===== config.mk =====
export PLATFORM = sky130hd
export DESIGN_NAME = dds_setup_word_sequencer
export DESIGN_NICKNAME = d
export VERILOG_FILES = /design/src/hw/rtl/dsws_pkg.sv /design/src/hw/rtl/dds_setup_word_sequencer.sv /design/src/hw/rtl/dsws_ftw_pipe.sv /design/src/hw/rtl/dsws_word_seq.sv
export VERILOG_INCLUDE_DIRS = /design/src /design/src/hw/rtl
export SDC_FILE = /design/constraint.sdc
export NUM_CORES = 2
export LEC_CHECK = 0
export BUFFER_PORTS_ARGS = -buffer_cell sky130_fd_sc_hd__clkbuf_2
export CORE_ASPECT_RATIO = 1.4
export CORE_MARGIN = 1.5
export CORE_UTILIZATION = 59
export DETAILED_ROUTE_END_ITERATION = 7
export PLACE_DENSITY = 0.8
export SETUP_SLACK_MARGIN = 0.15
export SLEW_MARGIN = 5
export SYNTH_ARGS = -nofsm -noshare
export SYNTH_HDL_FRONTEND = slang
export SYNTH_SLANG_ARGS = --single-unit

===== constraint.sdc =====
create_clock -name clock -period 6.9 [get_ports clock]
set_input_delay 0.69 -clock clock [delete_from_list [all_inputs] [get_ports clock]]
set_output_delay 0.69 -clock clock [all_outputs]
set_load 0.02 [all_outputs]

===== src/hw/rtl/dds_setup_word_sequencer_macros.svh =====
// Assertion macros for the set-up word sequencer.
`ifndef DDS_SETUP_WORD_SEQUENCER_MACROS_SVH
`define DDS_SETUP_WORD_SEQUENCER_MACROS_SVH
`ifndef SYNTH
// same-cycle implication
`define DSWS_CHECK_NOW(label, clk, rst, ante, cons) \
   label: assert property (@(posedge clk) disable iff (rst) (ante) |-> (cons)) \
      else $error("dsws check failed");
// next-cycle implication
`define DSWS_CHECK_NEXT(label, clk, rst, ante, cons) \
   label: assert property (@(posedge clk) disable iff (rst) (ante) |=> (cons)) \
      else $error("dsws check failed");
`else
`define DSWS_CHECK_NOW(label, clk, rst, ante, cons)
`define DSWS_CHECK_NEXT(label, clk, rst, ante, cons)
`endif
`endif


===== src/hw/rtl/dsws_pkg.sv =====
`default_nettype none
package dsws_pkg;

   // tuning word = floor(freq * FTW_SCALE / FTW_DIVISOR)
   localparam logic [23:0] FTW_SCALE   = 24'd10737418;
   localparam logic [23:0] FTW_DIVISOR = 24'd10000000;
   // floor(FTW_SCALE * 2^28 / FTW_DIVISOR); estimate is exact or one low
   localparam int          RECIP_SHIFT = 28;
   localparam logic [28:0] FTW_RECIP   =
      29'((64'(FTW_SCALE) << RECIP_SHIFT) / 64'(FTW_DIVISOR));

   localparam logic [15:0] WORD_RESET  = 16'h0100;
   localparam logic [15:0] WORD_B28    = 16'h2100;
   localparam logic [15:0] TAG_FREQ0   = 16'h4000;
   localparam logic [15:0] TAG_FREQ1   = 16'h8000;
   localparam logic [15:0] TAG_PHASE0  = 16'hC000;
   localparam logic [15:0] CTRL_SINE   = 16'h2000;
   localparam logic [15:0] CTRL_TRI    = 16'h2002;
   localparam logic [15:0] CTRL_SQUARE = 16'h2028;
   localparam logic [15:0] CTRL_FSEL   = 16'h0800;

   localparam logic [1:0] SHAPE_SINE   = 2'd0;
   localparam logic [1:0] SHAPE_TRI    = 2'd1;
   localparam logic [1:0] SHAPE_SQUARE = 2'd2;

   typedef struct packed {
      logic [26:0] frequency_decihertz;
      logic        freq_register;
      logic [1:0]  wave_shape;
      logic [11:0] phase_word;
      logic        target_channel;
      logic        action;
   } req_type;

   typedef struct packed {
      logic [15:0] command_word;
      logic        dest_channel;
      logic        last_word;
   } rsp_type;

   // request fields that ride along with the tuning word math
   typedef struct packed {
      logic        freq_register;
      logic [1:0]  wave_shape;
      logic [11:0] phase_word;
      logic        target_channel;
      logic        action;
   } req_meta_type;

   typedef struct packed {
      logic [27:0]  ftw;
      req_meta_type meta;
   } ftw_item_type;

   // handshake between the tuning word pipe and the word sequencer
   typedef struct packed {
      logic         valid;
      ftw_item_type item;
   } ftw_link_type;

endpackage
`default_nettype wire


===== src/hw/rtl/dds_setup_word_sequencer.sv =====
// A request passes the three tuning word stages, sequencer state and output register.
// Throughput: one command word per cycle while rsp_stall is low; a request holds the
// word sequencer for 6 command words (single), 11 (dual), 5 or 9 when the shape code has no control word.
// The three-stage tuning word pipe takes a request every cycle while req_stall is low
// and holds up to three; with the one in the sequencer, four requests can be in flight.
// Reset: synchronous, active high; clears valid bits and sequencer state only.
`default_nettype none
module dds_setup_word_sequencer
   import dsws_pkg::*;
(
   input  wire logic    clock,
   input  wire logic    reset,
   input  wire logic    req_valid,
   output logic         req_stall,
   input  wire req_type req_data,
   output logic         rsp_valid,
   input  wire logic    rsp_stall,
   output rsp_type      rsp_data
);

   // Tuning word: floor(freq * 10737418 / 10^7) from a reciprocal estimate
   // (freq * floor(2^28 * scale / divisor)) >> 28, which is exact or one low.
   // The remainder check in the last pipe stage adds the missing one.
   ftw_link_type ftw_link;
   logic         ftw_stall;

   dsws_ftw_pipe u_ftw_pipe (
      .clock     (clock),
      .reset     (reset),
      .req_valid (req_valid),
      .req_stall (req_stall),
      .req_data  (req_data),
      .out_link  (ftw_link),
      .out_stall (ftw_stall)
   );

   // Word sequencer: walks the single or dual step list, one word per cycle while
   // rsp_stall is low, through an output register. It takes the next request in the same
   // cycle its last word goes out, so sequences run back to back.
   dsws_word_seq u_word_seq (
      .clock     (clock),
      .reset     (reset),
      .in_link   (ftw_link),
      .in_stall  (ftw_stall),
      .rsp_valid (rsp_valid),
      .rsp_stall (rsp_stall),
      .rsp_data  (rsp_data)
   );

endmodule
`default_nettype wire


===== src/hw/rtl/dsws_ftw_pipe.sv =====
`default_nettype none
`include "dds_setup_word_sequencer_macros.svh"
module dsws_ftw_pipe
   import dsws_pkg::*;
(
   input  wire logic         clock,
   input  wire logic         reset,
   input  wire logic         req_valid,
   output logic              req_stall,
   input  wire req_type      req_data,
   output ftw_link_type      out_link,
   input  wire logic         out_stall
);

   localparam logic [25:0] DIV26    = 26'(FTW_DIVISOR);
   localparam logic [25:0] DIV26_X2 = 26'(2 * FTW_DIVISOR);

   // stage 1: reciprocal estimate and low bits of the exact product
   logic         v1_ff, v1_in;
   logic [27:0]  q0_1_ff;
   logic [25:0]  plow_1_ff;
   req_meta_type meta_1_ff;
   // stage 2: estimate times divisor, low bits
   logic         v2_ff, v2_in;
   logic [27:0]  q0_2_ff;
   logic [25:0]  plow_2_ff;
   logic [25:0]  qd_2_ff;
   req_meta_type meta_2_ff;
   // stage 3: corrected quotient
   logic         v3_ff, v3_in;
   ftw_item_type item_3_ff;

   logic        ld1, ld2, ld3;
   logic [55:0] est_prod;
   logic [25:0] rem;
   req_meta_type req_meta;

   assign ld3 = !v3_ff || !out_stall;
   assign ld2 = !v2_ff || ld3;
   assign ld1 = !v1_ff || ld2;
   assign req_stall = !ld1;

   assign est_prod = 56'(req_data.frequency_decihertz) * 56'(FTW_RECIP);
   assign rem      = plow_2_ff - qd_2_ff;

   assign req_meta.freq_register  = req_data.freq_register;
   assign req_meta.wave_shape     = req_data.wave_shape;
   assign req_meta.phase_word     = req_data.phase_word;
   assign req_meta.target_channel = req_data.target_channel;
   assign req_meta.action         = req_data.action;

   always_comb begin
      v1_in = ld1 ? req_valid : v1_ff;
      v2_in = ld2 ? v1_ff : v2_ff;
      v3_in = ld3 ? v2_ff : v3_ff;
   end

   always_ff @(posedge clock) begin
      if (reset) begin
         v1_ff <= 1'b0;
         v2_ff <= 1'b0;
         v3_ff <= 1'b0;
      end else begin
         v1_ff <= v1_in;
         v2_ff <= v2_in;
         v3_ff <= v3_in;
      end
   end

   always_ff @(posedge clock) begin
      if (ld1) begin
         q0_1_ff   <= est_prod[55:28];
         plow_1_ff <= 26'(req_data.frequency_decihertz) * 26'(FTW_SCALE);
         meta_1_ff <= req_meta;
      end
      if (ld2) begin
         q0_2_ff   <= q0_1_ff;
         plow_2_ff <= plow_1_ff;
         qd_2_ff   <= 26'(q0_1_ff) * DIV26;
         meta_2_ff <= meta_1_ff;
      end
      if (ld3) begin
         item_3_ff.ftw  <= q0_2_ff + 28'(rem >= DIV26);
         item_3_ff.meta <= meta_2_ff;
      end
   end

   assign out_link.valid = v3_ff;
   assign out_link.item  = item_3_ff;

   // estimate is never more than one below the true quotient
   `DSWS_CHECK_NOW(rem_in_range, clock, reset, v2_ff, rem < DIV26_X2)
   `DSWS_CHECK_NOW(stall_only_when_full, clock, reset, req_stall, v1_ff && v2_ff && v3_ff)
   `DSWS_CHECK_NEXT(held_item_stays, clock, reset, v3_ff && out_stall,
      v3_ff && $stable(item_3_ff))

endmodule
`default_nettype wire


===== src/hw/rtl/dsws_word_seq.sv =====
`default_nettype none
`include "dds_setup_word_sequencer_macros.svh"
module dsws_word_seq
   import dsws_pkg::*;
(
   input  wire logic         clock,
   input  wire logic         reset,
   input  wire ftw_link_type in_link,
   output logic              in_stall,
   output logic              rsp_valid,
   input  wire logic         rsp_stall,
   output rsp_type           rsp_data
);

   typedef enum logic [2:0] {
      WK_RESET, WK_B28, WK_LSB, WK_MSB, WK_PHASE, WK_CTRL
   } word_kind_type;

   localparam word_kind_type SINGLE_KIND [6] = '{
      WK_RESET, WK_B28, WK_LSB, WK_MSB, WK_PHASE, WK_CTRL};
   localparam word_kind_type DUAL_KIND [11] = '{
      WK_RESET, WK_B28, WK_RESET, WK_B28, WK_LSB, WK_MSB,
      WK_PHASE, WK_LSB, WK_MSB, WK_CTRL, WK_CTRL};
   // chip select per dual-mode step, bit i for step i
   localparam logic [10:0] DUAL_CHAN = 11'b101_1100_1100;

   localparam logic [3:0] SINGLE_LAST         = 4'd5;
   localparam logic [3:0] SINGLE_LAST_NO_CTRL = 4'd4;
   localparam logic [3:0] DUAL_LAST           = 4'd10;
   localparam logic [3:0] DUAL_LAST_NO_CTRL   = 4'd8;

   logic        busy_ff, busy_in;
   logic [3:0]  step_ff, step_in;
   logic [15:0] lsb_w_ff, msb_w_ff, phs_w_ff, ctrl_w_ff;
   logic        has_ctrl_ff, chan_ff, dual_ff;
   logic        rsp_valid_ff, rsp_valid_in;
   rsp_type     rsp_data_ff;

   logic          out_take, emit, done, in_take;
   word_kind_type kind;
   rsp_type       cur;
   logic [15:0]   tag, ctrl_base;
   logic          shape_ok;

   // word images built as the request is taken in
   always_comb begin
      tag = in_link.item.meta.freq_register ? TAG_FREQ1 : TAG_FREQ0;
      shape_ok = 1'b1;
      case (in_link.item.meta.wave_shape)
         SHAPE_SINE:   ctrl_base = CTRL_SINE;
         SHAPE_TRI:    ctrl_base = CTRL_TRI;
         SHAPE_SQUARE: ctrl_base = CTRL_SQUARE;
         default: begin
            ctrl_base = CTRL_SINE;
            shape_ok  = 1'b0;
         end
      endcase
   end

   always_comb begin
      if (dual_ff) begin
         kind             = DUAL_KIND[step_ff];
         cur.dest_channel = DUAL_CHAN[step_ff];
         cur.last_word    = has_ctrl_ff ? (step_ff == DUAL_LAST)
                                        : (step_ff == DUAL_LAST_NO_CTRL);
      end else begin
         kind             = SINGLE_KIND[step_ff[2:0]];
         cur.dest_channel = chan_ff;
         cur.last_word    = has_ctrl_ff ? (step_ff == SINGLE_LAST)
                                        : (step_ff == SINGLE_LAST_NO_CTRL);
      end
      case (kind)
         WK_RESET: cur.command_word = WORD_RESET;
         WK_B28:   cur.command_word = WORD_B28;
         WK_LSB:   cur.command_word = lsb_w_ff;
         WK_MSB:   cur.command_word = msb_w_ff;
         WK_PHASE: cur.command_word = phs_w_ff;
         WK_CTRL:  cur.command_word = ctrl_w_ff;
         default:  cur.command_word = WORD_RESET;
      endcase
   end

   assign out_take = !rsp_valid_ff || !rsp_stall;
   assign emit     = busy_ff && out_take;
   assign done     = emit && cur.last_word;
   assign in_stall = busy_ff && !done;
   assign in_take  = in_link.valid && !in_stall;

   always_comb begin
      busy_in = busy_ff;
      step_in = step_ff;
      if (in_take) begin
         busy_in = 1'b1;
         step_in = '0;
      end else if (done) begin
         busy_in = 1'b0;
      end else if (emit) begin
         step_in = step_ff + 4'd1;
      end
      rsp_valid_in = out_take ? emit : rsp_valid_ff;
   end

   always_ff @(posedge clock) begin
      if (reset) begin
         busy_ff      <= 1'b0;
         step_ff      <= '0;
         rsp_valid_ff <= 1'b0;
      end else begin
         busy_ff      <= busy_in;
         step_ff      <= step_in;
         rsp_valid_ff <= rsp_valid_in;
      end
   end

   always_ff @(posedge clock) begin
      if (in_take) begin
         lsb_w_ff    <= tag | {2'b00, in_link.item.ftw[13:0]};
         msb_w_ff    <= tag | {2'b00, in_link.item.ftw[27:14]};
         phs_w_ff    <= TAG_PHASE0 | {4'h0, in_link.item.meta.phase_word};
         ctrl_w_ff   <= ctrl_base | (in_link.item.meta.freq_register ? CTRL_FSEL : 16'h0000);
         has_ctrl_ff <= shape_ok;
         chan_ff     <= in_link.item.meta.target_channel;
         dual_ff     <= in_link.item.meta.action;
      end
      if (emit) begin
         rsp_data_ff <= cur;
      end
   end

   assign rsp_valid = rsp_valid_ff;
   assign rsp_data  = rsp_data_ff;

   `DSWS_CHECK_NOW(step_in_range, clock, reset, busy_ff,
      (dual_ff && step_ff <= DUAL_LAST) || (!dual_ff && step_ff <= SINGLE_LAST))
   `DSWS_CHECK_NEXT(take_starts_at_zero, clock, reset, in_take, busy_ff && step_ff == 4'd0)
   `DSWS_CHECK_NEXT(done_sends_last, clock, reset, done, rsp_valid_ff && rsp_data_ff.last_word)

endmodule
`default_nettype wire


-- Word-level counts from Yosys, hierarchy flattened
Memories as Yosys holds them, arrays and structs flattened. A register that Yosys moved wholly into a read port is not among the register bits.
Cells that the tools add are included.
- bits in registers: 294
- ROM bits: 88
- output and inout port bits: 20
- memories: 3
- add/sub/neg operators: 3
- multiply operators: 3
- $lt $le $gt $ge: 4
- equal/unequal tests: 11
- mux-type cells: 18
- bitwise gates (word level): 6
- reductions and logical operators: 21
- memory list (memory ; words ; width ; read ports ; clocked after memory_dff ; wr ports ; RTL line ; RTL):
    (no name shown) ; 16 ; 3 ; 1 ; 0 ; 0 ; dsws_word_seq.sv:62 ; kind = DUAL_KIND[step_ff];
    (no name shown) ; 8 ; 3 ; 1 ; 0 ; 0 ; dsws_word_seq.sv:67 ; kind = SINGLE_KIND[step_ff[2:0]];
    (no name shown) ; 16 ; 1 ; 1 ; 1 ; 0 ; dsws_word_seq.sv:63 ; cur.dest_channel = DUAL_CHAN[step_ff];
- operator list (cell ; number):
    $pmux 16 s5 ; 1
    $mul 27x29->56 const B ; 1
    $or 16x14->16 ; 2
    $add 28x1->28 ; 1
    $ge 26x24->1 const B ; 1
    $mul 26x17->19 const B ; 1
    $mul 26x23->25 const B ; 1
    $sub 26x26->26 ; 1
    $mux 16 ; 1
    $or 14x16->16 ; 1
    $mux 3 ; 5
    $mux 12 ; 1
    $pmux 6 s2 ; 1
    $eq 4x3->1 const B ; 2
    $eq 4x4->1 const B ; 2
    $logic_not 1->1 ; 8
    $mux 4 ; 2
    $eq 3x2->1 const B ; 2
    $eq 3x3->1 const B ; 2
    $mux 1 ; 6
    $ge 5x5->1 const B ; 1
    $lt 4x5->1 const B ; 1
    $not 4->5 ; 1
    $add 4x1->4 const B ; 1
    other kinds (14) ; 20

-- Longest topological paths before layout
- depth in word-level cells: 11
- gate-level depth with buffers: 24

-- By module
From an unflattened synthesis, not the netlist that was laid out.
- cells, all modules: 2377
- area total of the unflattened synthesis: 27896.8 um^2
- by module, submodules not included (module ; instances ; cells an instance ; area an instance (um^2)):
    dsws_ftw_pipe ; 1 ; 2177 ; 24900.1
    dsws_word_seq ; 1 ; 200 ; 2996.6

-- Worst setup path after synthesis
No wires, ideal clock.
- kind: input port to flip-flop
- from: input req_data[41] (netlist bit)
- to: register u_ftw_pipe.q0_1_ff[22] (data pin)
- arrival: 6369 ps
- path slack: 373 ps
- stages on the path: 21
- path buffers: 0
- path through: fa_1 xor2_1 ha_1 inv_1 fa_1 inv_1 fa_1 fa_1 fa_1 inv_1 fa_1 inv_1 ha_1 a21oi_1 o21ai_1 a2111oi_1 o32ai_1 nor3_2 o21bai_2 a311o_1 a22oi_1
- cells in the longest elaborated chain, start to end: 1
- RTL lines (what ; RTL line ; RTL):
    start: declaration ; dds_setup_word_sequencer.sv:15 ; input wire req_type req_data,
    $mul 27x29->56 ; dsws_ftw_pipe.sv:43 ; assign est_prod = 56'(req_data.frequency_decihertz) * 56'(FTW_RECIP);
    named net u_ftw_pipe.est_prod[50] ; dsws_ftw_pipe.sv:34 ; logic [55:0] est_prod;
    end signal: assignment ; dsws_ftw_pipe.sv:72 ; q0_1_ff <= est_prod[55:28];
    end: declaration ; dsws_ftw_pipe.sv:20 ; logic [27:0] q0_1_ff;
The timed path passes the listed nets, and every way through them passes these cells.
A chain may end at the register's enable or synchronous reset.

-- Final worst setup path
- from: input req_data[41] (netlist bit)
- to: register u_ftw_pipe.q0_1_ff[21] (data pin)
The elaborated chain is that of the path after synthesis.

==> run_results.csv <==
group,metric,value,unit
sta,setup_viol_count_final,0,
route,drt-total-wl,67000,um
placed_design,gp_congestion,1.04,
worst_setup_path,max_stage_delay,0.58,ns
synth,synth.top_cell.area_share,27.4,%
sta,fmax,0.156,GHz
route,drt_iter0_markers,914,
synth,synth_area_leaders,"edfxtp_1, fa_1, ha_1",
synth,ys_seq_area_share,28.1,%
clocking,cts_buffers,21,
grt,grt_pass1_wl,106000,um
clocking,cts.clk_slew.worst_paths,0.07,ns
placed_design,dpl.hpwl,57500,um
route,drc,0,
worst_setup_path,critPathCaptureType,"flip-flop",
floorplanning,fp.dieH,261,um
placed_design,place_ws,-0.0393,ns
floorplanning,dieArea,0.0487,mm^2
min_path,min_path_type,"in -> reg",
sta,period_needed,6.41,ns
route,vias,18170,
worst_setup_path,crit_type,"in -> reg",
cells_and_area,area_growth,9.15,%
floorplanning,io_pins,68,
synth,yosysUniqueCellTypes,70,
run,drv_cap,0,
synth,synthArstFlopShare,0,%
placed_design,io_buffers,67,
sta,tightest_slew,1.12,ns
synth,syn_inst,2445,
grt,grt_pass1_vias,20110,
synth,yosys_most_used_dff,"edfxtp_1",
clocking,clock_latency,0.53,ns
clocking,cts_tree,"yes",
cells_and_area,diodes,0,
clocking,ctsHoldBuffers,0,
route,first_pass_iters,5,
sta,hold_viol,0,
sta,hold-worst-slack,0.343,ns
synth,synth_fp_nets,3348,
sta,rsz0062_at_grt,"no",
cells_and_area,layout_commonest_cell,"inv_1",
grt,antenna_found_initial,0,
synth,synth_top_area_cell,"edfxtp_1",
clocking,cts_resized,0,
grt,grt_overflow,0,
floorplanning,start_util,59.6,%
worst_setup_path,start_kind,"primary input",
sta,maxSlewHeadroom,25.6,%
worst_setup_path,path_buf_inv,8,
worst_setup_path,cp_cell_sequence,"clkbuf_2, fa_1, xor2_1, ha_1, fa_1, inv_1, fa_1, inv_1, fa_1, fa_1, inv_1, fa_1, inv_1, ha_1, inv_1, o21ai_1, a2111oi_1, buf_4, o32ai_1, nor2_1, buf_4, a21oi_2, a21oi_1, xnor2_1",
cells_and_area,layout-drive-gt1-share,8.28,%
route,antenna_left,0,
clocking,cts_setup_buffers,0,
clocking,htree_levels,1,
clocking,clock_sinks,265,
grt,grt_max_degree,83,
cells_and_area,nets,3522,
sta,final-max-slew-violation-count,0,
sta,post-route-worst-setup-slack,0.492,ns
sta,post-route-period-util,92.9,%
floorplanning,die_x,187,um
clocking,root_buffer,"clkbuf_16",
floorplanning,coreArea,0.0469,mm^2
synth,syn_area_per_cell,11.4,um^2
grt,use_met1,29.6,%
synth,synth_edf_count,255,
synth,ys_ff_latch,265,
synth,yosysWarnings,0,
worst_setup_path,required,7.17,ns
grt,busiest_layer,"met2",
route,wl_per_cell,20.6,um
worst_setup_path,cp_common_cell,"fa_1",
grt,grtUsageMet3,2.66,%
worst_setup_path,cp_slowest_cell,"fa_1",
worst_setup_path,cp_max_fo,5,
worst_setup_path,crit_family,"adder cells",
sta,finalClockSkew,0.0125,ns
worst_setup_path,arrival,6.67,ns
floorplanning,fp-row-count,94,
sta,setup_tns,0,ns
route,vias_per_cell,5.58,
outcome,status,"complete, no violations",
grt,grt.met2_usage,56.2,%
clocking,clk_path_buf_depth,3,
synth,netlist_area,0.0280,mm^2
cells_and_area,layout_common_cells,"inv_1, ha_1, fa_1",
grt,grt_usage,28.7,%
[Yosys cell counts (all sizes together) (17+ instances only)]
cell / number
nand2: 62
edfxtp: 255
nand3: 26
inv: 655
nor2: 67
ha: 505
xor2: 41
o21ai: 50
a21o: 42
fa: 350
a21oi: 77
xnor2: 97
nor3: 17
[final timing paths]
path | start | endpoint | slack [ns] | depth (start not counted)
setup / recovery | req_data[41] | u_ftw_pipe.q0_1_ff[21] | 0.49 | 24
hold / removal | req_data[9] | u_ftw_pipe.meta_1_ff[9] | 0.34 | 1
setup reg to reg | u_ftw_pipe.q0_1_ff[5] | u_ftw_pipe.qd_2_ff[25] | 1.38 | 16
hold reg to reg | u_ftw_pipe.out_link[0] | u_word_seq.dual_ff | 0.42 | 0
[through the flow]
stage          util, %  cell area, um^2  cells
4_1_cts           65.0            30500   3258
5_1_grt           65.0            30500   3258
3_5_place_dp      63.5            29800   3220
6_report          65.0            30500   3258
2_1_floorplan        -            28000   2445
3_3_place_gp      63.5            29800   3220
[area by class of cell]
cell class | count | area [um^2]
clock buffers | 21 | 526
clock inverters | 17 | 186
fillers | 3542 | 16400
inverters | 655 | 2460
multi-input cells | 1514 | 17600
flip-flops and latches | 265 | 7860
well taps | 624 | 781
repair buffers | 162 | 1090
[kinds of logic after synthesis]
| kind of cell | count (synthesis) | synth area share [%] |
|---|---|---|
| buffers and inverters | 666 | 8.94 |
| adder cells (fa/ha/maj) | 855 | 47.7 |
| flip-flops | 265 | 28.1 |
| multiplexers | 4 | 0.148 |
| XOR/XNOR | 138 | 4.32 |
| AO/OA/AOI/OAI | 276 | 6.63 |
| AND/OR/NAND/NOR | 241 | 4.21 |
[sequential cells by signal, summed over array words and instances (netlist names), named ones only]
name                    flops
u_ftw_pipe.out_link        45
u_ftw_pipe.q0_1_ff         28
u_ftw_pipe.q0_2_ff         28
u_ftw_pipe.plow_1_ff       19
u_ftw_pipe.plow_2_ff       19
u_word_seq.rsp_data        18
u_ftw_pipe.meta_1_ff       17
u_ftw_pipe.meta_2_ff       17
u_ftw_pipe.qd_2_ff         17
u_word_seq.msb_w_ff        15
u_word_seq.lsb_w_ff        14
u_word_seq.phs_w_ff        12
u_word_seq.step_ff          4
u_word_seq.ctrl_w_ff        3
u_ftw_pipe.v1_ff            1
u_ftw_pipe.v2_ff            1
u_ftw_pipe.v3_ff            1
u_word_seq.busy_ff          1
u_word_seq.chan_ff          1
u_word_seq.dual_ff          1
u_word_seq.has_ctrl_ff      1
u_word_seq.rsp_valid        1
[layer usage]
| layer | vias to the layer above | part of all wire, % |
|---|---|---|
| met5 | - | 0 |
| met4 | 0 | 6.8 |
| met3 | 205 | 3.9 |
| met2 | 527 | 54 |
| met1 | 9091 | 35 |
| li1 | 8347 | - |
Power is left out: the tool's default activity adds up to more than one toggle a clock period on the data nets, which glitch-free logic cannot reach.
